File: config.mk
export PLATFORM = sky130hd
export DESIGN_NAME = piecewise_ambm_magnitude
export DESIGN_NICKNAME = d
export VERILOG_FILES = /design/src/hdl/ambm_pkg.sv /design/src/hdl/piecewise_ambm_magnitude.sv /design/src/hdl/ambm_sort.sv /design/src/hdl/ambm_seg.sv /design/src/hdl/ambm_mac.sv
export SDC_FILE = /design/constraint.sdc
export NUM_CORES = 2
export LEC_CHECK = 0
export ABC_AREA = 1
export BUFFER_PORTS_ARGS = -buffer_cell sky130_fd_sc_hd__buf_2
export CORE_MARGIN = 2
export CORE_UTILIZATION = 35
export CTS_CLUSTER_DIAMETER = 50
export DETAILED_ROUTE_END_ITERATION = 8
export MAX_ROUTING_LAYER = met4
export SYNTH_ARGS = -nofsm -noshare
export SYNTH_HDL_FRONTEND = slang
export SYNTH_SLANG_ARGS = --single-unit
File: constraint.sdc
create_clock -name clk -period 5.8 [get_ports clk]
set_input_delay 0.29 -clock clk [delete_from_list [all_inputs] [get_ports clk]]
set_output_delay 0.29 -clock clk [all_outputs]
set_load 0.005 [all_outputs]
File: src/hdl/ambm_pkg.sv
// Shared constants, types and coefficient tables for the piecewise magnitude block.
package ambm_pkg;

    localparam int SEG_COUNT = 9;
    localparam int COEF_W    = 9;
    localparam int LIMIT_W   = 8;
    localparam int FRAC_W    = 8;
    localparam int MAG_W     = 24;

    typedef logic [3:0]        seg_t;
    typedef logic [COEF_W-1:0] coef_t;

    // Ascending ratio thresholds in 1/256 units.
    localparam logic [LIMIT_W-1:0] SEG_LIMIT [0:SEG_COUNT-2] =
        '{8'd25, 8'd51, 8'd78, 8'd106, 8'd137, 8'd171, 8'd200, 8'd210};

    function automatic coef_t alpha_of(input seg_t seg);
        coef_t c;
        case (seg)
            4'd0:    c = 9'd307;
            4'd1:    c = 9'd254;
            4'd2:    c = 9'd250;
            4'd3:    c = 9'd243;
            4'd4:    c = 9'd234;
            4'd5:    c = 9'd223;
            4'd6:    c = 9'd209;
            4'd7:    c = 9'd209;
            4'd8:    c = 9'd181;
            default: c = '0;
        endcase
        return c;
    endfunction

    function automatic coef_t beta_of(input seg_t seg);
        coef_t c;
        case (seg)
            4'd0:    c = 9'd6;
            4'd1:    c = 9'd31;
            4'd2:    c = 9'd56;
            4'd3:    c = 9'd80;
            4'd4:    c = 9'd104;
            4'd5:    c = 9'd126;
            4'd6:    c = 9'd147;
            4'd7:    c = 9'd147;
            4'd8:    c = 9'd180;
            default: c = '0;
        endcase
        return c;
    endfunction

endpackage

File: src/hdl/piecewise_ambm_magnitude.sv
// Top level of the piecewise alpha-max-beta-min magnitude pipeline.
//
// A sample (real_part, imag_part) is taken at every rising edge where start
// is high and busy is low. busy is held low: the pipeline takes one beat per
// clock, so the sustained rate is one sample per cycle.
// Each result appears on magnitude for exactly one cycle with done high,
// once its sample has passed through all four register stages. Results
// leave in the order samples came in. The four register stages are:
// absolute value and sort, segment compare against the eight ratio limits,
// the two coefficient multiplies, and the final add into the output
// register. magnitude carries eight fraction bits and holds the low 24
// bits of the sum. Reset clears every valid bit, so no result is produced
// for samples in flight. The receiver cannot stall; every result must be
// taken when shown.
module piecewise_ambm_magnitude #(
    parameter int IN_WIDTH = 16
) (
    input  logic                        clk,
    input  logic                        rst_n,
    input  logic                        start,
    output logic                        busy,
    input  logic signed [IN_WIDTH-1:0]  real_part,
    input  logic signed [IN_WIDTH-1:0]  imag_part,
    output logic                        done,
    output logic [ambm_pkg::MAG_W-1:0]  magnitude
);
    import ambm_pkg::*;

    logic                accept;
    logic                s1_valid;
    logic [IN_WIDTH-1:0] s1_big;
    logic [IN_WIDTH-1:0] s1_little;
    logic                s2_valid;
    logic [IN_WIDTH-1:0] s2_big;
    logic [IN_WIDTH-1:0] s2_little;
    seg_t                s2_seg;

    assign busy   = 1'b0;
    assign accept = start & ~busy;

    ambm_sort #(.IN_WIDTH(IN_WIDTH)) u_sort (
        .clk       (clk),
        .rst_n     (rst_n),
        .valid_in  (accept),
        .real_part (real_part),
        .imag_part (imag_part),
        .valid_out (s1_valid),
        .big       (s1_big),
        .little    (s1_little)
    );

    ambm_seg #(.IN_WIDTH(IN_WIDTH)) u_seg (
        .clk        (clk),
        .rst_n      (rst_n),
        .valid_in   (s1_valid),
        .big_in     (s1_big),
        .little_in  (s1_little),
        .valid_out  (s2_valid),
        .big_out    (s2_big),
        .little_out (s2_little),
        .seg        (s2_seg)
    );

    ambm_mac #(.IN_WIDTH(IN_WIDTH)) u_mac (
        .clk       (clk),
        .rst_n     (rst_n),
        .valid_in  (s2_valid),
        .big_in    (s2_big),
        .little_in (s2_little),
        .seg       (s2_seg),
        .valid_out (done),
        .magnitude (magnitude)
    );

    // A sample taken with reset held off throughout produces a result.
    a_latency: assert property (@(posedge clk) disable iff (!rst_n)
        ($past(accept, 4) && $past(rst_n, 4) && $past(rst_n, 3) && $past(rst_n, 2)
         && $past(rst_n, 1)) |-> done)
        else $error("accepted sample produced no result");

    // No result without an earlier accepted sample.
    a_no_spurious: assert property (@(posedge clk) disable iff (!rst_n)
        done |-> $past(accept, 4))
        else $error("result without an accepted sample");

    // A zero sample gives a zero magnitude.
    a_zero: assert property (@(posedge clk) disable iff (!rst_n)
        (done && $past(real_part, 4) == '0 && $past(imag_part, 4) == '0)
        |-> magnitude == '0)
        else $error("zero sample gave nonzero magnitude");

endmodule

File: src/hdl/ambm_sort.sv
// First stage: absolute values of both parts, sorted into larger and smaller.
module ambm_sort #(
    parameter int IN_WIDTH = 16
) (
    input  logic                       clk,
    input  logic                       rst_n,
    input  logic                       valid_in,
    input  logic signed [IN_WIDTH-1:0] real_part,
    input  logic signed [IN_WIDTH-1:0] imag_part,
    output logic                       valid_out,
    output logic        [IN_WIDTH-1:0] big,
    output logic        [IN_WIDTH-1:0] little
);
    import ambm_pkg::*;

    logic [IN_WIDTH-1:0] abs_re;
    logic [IN_WIDTH-1:0] abs_im;
    logic [IN_WIDTH-1:0] big_next;
    logic [IN_WIDTH-1:0] little_next;
    logic [IN_WIDTH-1:0] big_reg;
    logic [IN_WIDTH-1:0] little_reg;
    logic                valid_reg;

    // Unsigned result keeps the magnitude of the most negative value exactly.
    assign abs_re = real_part[IN_WIDTH-1] ? (~real_part + 1'b1) : real_part;
    assign abs_im = imag_part[IN_WIDTH-1] ? (~imag_part + 1'b1) : imag_part;

    always_comb
    begin
        if (abs_re < abs_im)
        begin
            big_next    = abs_im;
            little_next = abs_re;
        end
        else
        begin
            big_next    = abs_re;
            little_next = abs_im;
        end
    end

    always_ff @(posedge clk or negedge rst_n)
    begin
        if (!rst_n)
            valid_reg <= 1'b0;
        else
            valid_reg <= valid_in;
    end

    always_ff @(posedge clk)
    begin
        big_reg    <= big_next;
        little_reg <= little_next;
    end

    assign valid_out = valid_reg;
    assign big       = big_reg;
    assign little    = little_reg;

endmodule

File: src/hdl/ambm_seg.sv
// Second stage: segment selection by comparing little*256 against limit*big.
module ambm_seg #(
    parameter int IN_WIDTH = 16
) (
    input  logic                clk,
    input  logic                rst_n,
    input  logic                valid_in,
    input  logic [IN_WIDTH-1:0] big_in,
    input  logic [IN_WIDTH-1:0] little_in,
    output logic                valid_out,
    output logic [IN_WIDTH-1:0] big_out,
    output logic [IN_WIDTH-1:0] little_out,
    output ambm_pkg::seg_t      seg
);
    import ambm_pkg::*;

    localparam int CMP_W = IN_WIDTH + FRAC_W;

    logic [SEG_COUNT-2:0] below;
    logic [CMP_W-1:0]     scaled_little;
    seg_t                 seg_next;
    seg_t                 seg_reg;
    logic [IN_WIDTH-1:0]  big_reg;
    logic [IN_WIDTH-1:0]  little_reg;
    logic                 valid_reg;

    assign scaled_little = {little_in, {FRAC_W{1'b0}}};

    // floor(little*256/big) < limit is the same as little*256 < limit*big,
    // so no divider is needed. Limits stay below 256, so the product fits.
    always_comb
    begin
        for (int k = 0; k < SEG_COUNT - 1; k++)
        begin
            below[k] = scaled_little < (CMP_W'(SEG_LIMIT[k]) * CMP_W'(big_in));
        end
    end

    always_comb
    begin
        seg_next = seg_t'(SEG_COUNT - 1);
        for (int k = SEG_COUNT - 2; k >= 0; k--)
        begin
            if (below[k])
                seg_next = seg_t'(k);
        end
    end

    always_ff @(posedge clk or negedge rst_n)
    begin
        if (!rst_n)
            valid_reg <= 1'b0;
        else
            valid_reg <= valid_in;
    end

    always_ff @(posedge clk)
    begin
        seg_reg    <= seg_next;
        big_reg    <= big_in;
        little_reg <= little_in;
    end

    assign valid_out  = valid_reg;
    assign big_out    = big_reg;
    assign little_out = little_reg;
    assign seg        = seg_reg;

    // The selected segment is always one of the nine in the table.
    a_seg_range: assert property (@(posedge clk) disable iff (!rst_n)
        valid_reg |-> (seg_reg <= seg_t'(SEG_COUNT - 1)))
        else $error("segment index out of range");

    // Thresholds ascend, so the compare results form a thermometer code.
    a_below_monotone: assert property (@(posedge clk) disable iff (!rst_n)
        valid_in |-> ((below & (below - 1'b1)) == below - 1'b1 || below == '0
                      || (below & (below << 1)) == (below << 1)))
        else $error("threshold compares are not monotone");

endmodule

File: src/hdl/ambm_mac.sv
// Third and fourth stages: coefficient products, then the sum into the output register.
module ambm_mac #(
    parameter int IN_WIDTH = 16
) (
    input  logic                      clk,
    input  logic                      rst_n,
    input  logic                      valid_in,
    input  logic [IN_WIDTH-1:0]       big_in,
    input  logic [IN_WIDTH-1:0]       little_in,
    input  ambm_pkg::seg_t            seg,
    output logic                      valid_out,
    output logic [ambm_pkg::MAG_W-1:0] magnitude
);
    import ambm_pkg::*;

    localparam int PROD_W = IN_WIDTH + COEF_W;
    localparam int SUM_W  = PROD_W + 1;

    logic [PROD_W-1:0] prod_a_next;
    logic [PROD_W-1:0] prod_b_next;
    logic [PROD_W-1:0] prod_a_reg;
    logic [PROD_W-1:0] prod_b_reg;
    logic              prod_valid_reg;
    logic [SUM_W-1:0]  sum_next;
    logic [MAG_W-1:0]  mag_reg;
    logic              mag_valid_reg;

    assign prod_a_next = PROD_W'(alpha_of(seg)) * PROD_W'(big_in);
    assign prod_b_next = PROD_W'(beta_of(seg)) * PROD_W'(little_in);
    assign sum_next    = SUM_W'(prod_a_reg) + SUM_W'(prod_b_reg);

    always_ff @(posedge clk or negedge rst_n)
    begin
        if (!rst_n)
        begin
            prod_valid_reg <= 1'b0;
            mag_valid_reg  <= 1'b0;
        end
        else
        begin
            prod_valid_reg <= valid_in;
            mag_valid_reg  <= prod_valid_reg;
        end
    end

    // Wide configurations keep only the low bits of the sum.
    always_ff @(posedge clk)
    begin
        prod_a_reg <= prod_a_next;
        prod_b_reg <= prod_b_next;
        mag_reg    <= MAG_W'(sum_next);
    end

    assign valid_out = mag_valid_reg;
    assign magnitude = mag_reg;

endmodule

==> flow_summary.ini <==
[run_status]
status = complete, no violations

[floorplanning]
core_area_um2 = 80680
chipWidth_um = 289.8
rows = 104
die_area_um2 = 83980
start_util_pct = 35.44
die_y_um = 289.8
ios = 61

[cts]
clock_latency_ps = 470
tritoncts = yes
ctsLongestPathBuffers = 2
cts.sinks = 144
cts.htree.levels = 4
clk_pin_slew_ps = 80
numCtsBuffers = 17
root_buffer = clkbuf_16
postCtsSetupRepairBufs = 0

[timing]
final_hold_viol_count = 0
worstMarginPinSlew_ps = 1072
skew_ps = 14.48
period_minus_slack_ps = 5449
slew_viol_final = 0
rsz0062_at_grt = no
setup_viol = 0
period_share_pct = 93.95
final.setup.tns_ps = 0
slew_headroom_pct = 28.46
fmax_mhz = 183.5

[yosys]
ys_ff_latch = 144
netlist_instances = 3609
synthTopCellsByArea = fa_1 (24%), ha_1 (24%), dfxtp_1 (9.8%), inv_1 (9.3%), nand2_1 (7.7%)
synth_flop_cell = dfxtp_1
synth-edff-count = 0
syn_area_per_cell_um2 = 7.921
synthDistinctLibCells = 56
async_reset_ff_share_pct = 2.778
synth_top_cell_by_area = fa_1
syn_area_um2 = 28590
synth_top_area_share_pct = 23.60
syn_nets = 4519
ys_seq_area_share_pct = 10.15
yosys_warnings = 0

[drt]
ant_nets = 0
routed_wl_um = 81060
first_pass_iters = 6
first_iter_violations = 1330
drt-vias-per-instance = 4.892
drc_errors = 0
route.vias.total = 23460
wire_per_inst_um = 16.90

[finish]
fillCellCount = 8506
drive_above_1_share_pct = 6.186
final_cell_mix = inv_1 (705), nand2_1 (588), ha_1 (537)
final_common_cell = inv_1
fin_area_um2 = 31100
fin_util_pct = 38.55
fin_nets = 4631
area_growth_pct = 8.775

[worst_setup_path]
crit_end = u_seg.seg[3]$_SDFF_PP0_
worstRegToRegCells = 23
critPathCaptureType = flop
r2r_end = u_seg.seg[3]$_SDFF_PP0_
path_buf_inv = 3
critPathMaxStageDelay_ps = 550
rrSetupSlack_ps = 350
critPathKind = reg -> reg
cpMaxStageDelayCell = fa_1
crit_fanout = 6
crit_required_ps = 6220
critPathLaunchType = flop
critPathLaunch = u_sort.big[3]$_DFF_P_
cp_data_arrival_time_ps = 5870
crit_cells = 23
path_cells = ha_1, fa_1, inv_1, fa_1, fa_1, inv_1, ha_1, a21oi_1, o21ai_0, a21oi_1, o211ai_1, xnor2_1, ha_1, nand4_1, nor2_2, nand2_1, nor2_1, nand3_1, nand2_1, nand2_1, nor2_1, inv_1, nor2_1
critPathTopFamily = adder cells
crit-reg2reg-launch = u_sort.big[3]$_DFF_P_

[global_routing]
antenna_found_initial = 1
grt_usage_pct = 20.21
grt_pass1_wl_um = 129400
grt_max_degree = 62
grt_overflow_total = 0
grt_pass1_vias = 23310

[placement]
gp_congestion = 0.9489
place_area_um2 = 30490
dp_hpwl_um = 69970
io_buffers = 59

[job]
drv_cap = 0

[min_path]
worstHoldPathType = in -> reg
final cells by class:
cell class                 instances  area [µm²]  area share (%)
multi-input combinational       2717       22820           73.40
sequential                       144        2908           9.351
timing repair buffer             123       780.7           2.511
antenna                            2       5.005         0.01609
tap                             1060        1326           4.265
clock buffer                      18       439.2           1.412
clock inverter                    14       118.9          0.3822
inverter                         718        2695           8.667
Yosys cell counts, drive strengths merged (4+ instances only):
master / n
fa: 337
a21o: 10
nand3: 92
a31oi: 9
nor3: 22
o21ai: 175
inv: 718
nand2: 593
dfxtp: 140
xor2: 130
o21a: 9
nor2: 341
ha: 538
o21bai: 10
dfrtp: 4
a211oi: 13
nand4: 35
a21boi: 5
o211ai: 9
a21oi: 276
nor4: 15
nand3b: 7
buf: 27
xnor2: 71
stage by stage:
step,hold WS (ps),instances,worst slack [ps]
3_3_place_gp,96.01,4760,282.0
6_report,77.91,4796,350.8
5_1_grt,75.77,4795,21.92
3_5_place_dp,97.79,4760,266.4
4_1_cts,58.58,4794,239.5
2_1_floorplan,-5.591,3609,962.7
layer usage:
| layer | GRT usage (%) | routed length (µm) | vias to the layer above |
|---|---|---|---|
| met3 | 2.420 | 2951 | 111 |
| met2 | 33.19 | 38050 | 453 |
| met5 | - | 0 | - |
| li1 | - | - | 11750 |
| met1 | 26.07 | 37450 | 11150 |
| met4 | 6.136 | 2613 | 0 |
worst reg2reg max path, cell delays in order (launching register included):
cell	delay (ps)
dfxtp_1	510
ha_1	340
fa_1	510
inv_1	60
fa_1	510
fa_1	550
inv_1	40
ha_1	350
a21oi_1	290
o21ai_0	180
a21oi_1	210
o211ai_1	130
xnor2_1	170
ha_1	330
nand4_1	130
nor2_2	200
nand2_1	70
nor2_1	120
nand3_1	70
nand2_1	230
nand2_1	120
nor2_1	140
inv_1	50
nor2_1	90
worst min-delay path by stage:
| stage | depth (start not counted) | slack [ps] | to | start |
|---|---|---|---|---|
| after floorplan | 0 | -6 | u_mac.prod_valid_reg$_DFF_PN0_ | rst_n |
| after global placement | 1 | 100 | u_mac.valid_out$_DFF_PN0_ | rst_n |
| after detailed placement | 1 | 100 | u_mac.valid_out$_DFF_PN0_ | rst_n |
| after CTS | 3 | 60 | u_sort.little[0]$_DFF_P_ | imag_part[0] |
| after global routing | 3 | 80 | u_sort.little[0]$_DFF_P_ | imag_part[0] |
| final | 3 | 80 | u_sort.little[0]$_DFF_P_ | imag_part[0] |
cell families (layout without fill, tap and decap cells):
family                   Yosys count  after routing  share of synthesized area [%]
AND/OR/NAND/NOR                 1113           1113                          16.06
buffers and inverters            748            873                          10.08
other                              1              3                        0.01312
AO/OA/AOI/OAI                    527            527                          10.34
adder cells (fa/ha/maj)          875            875                          47.14
flip-flops                       144            144                          10.15
XOR/XNOR                         201            201                          6.210
what timing repair did:
| item | 4_1_cts | 5_1_grt |
|---|---|---|
| setup endpoints to repair | 0 | 7 |
| gates resized for setup | 0 | 11 |
| hold endpoints to repair | 5 | 0 |
| hold buffers | 2 | 0 |
Power is not shown: default switching activity piles up to over one toggle a cycle in this logic, so the estimate is an artifact.
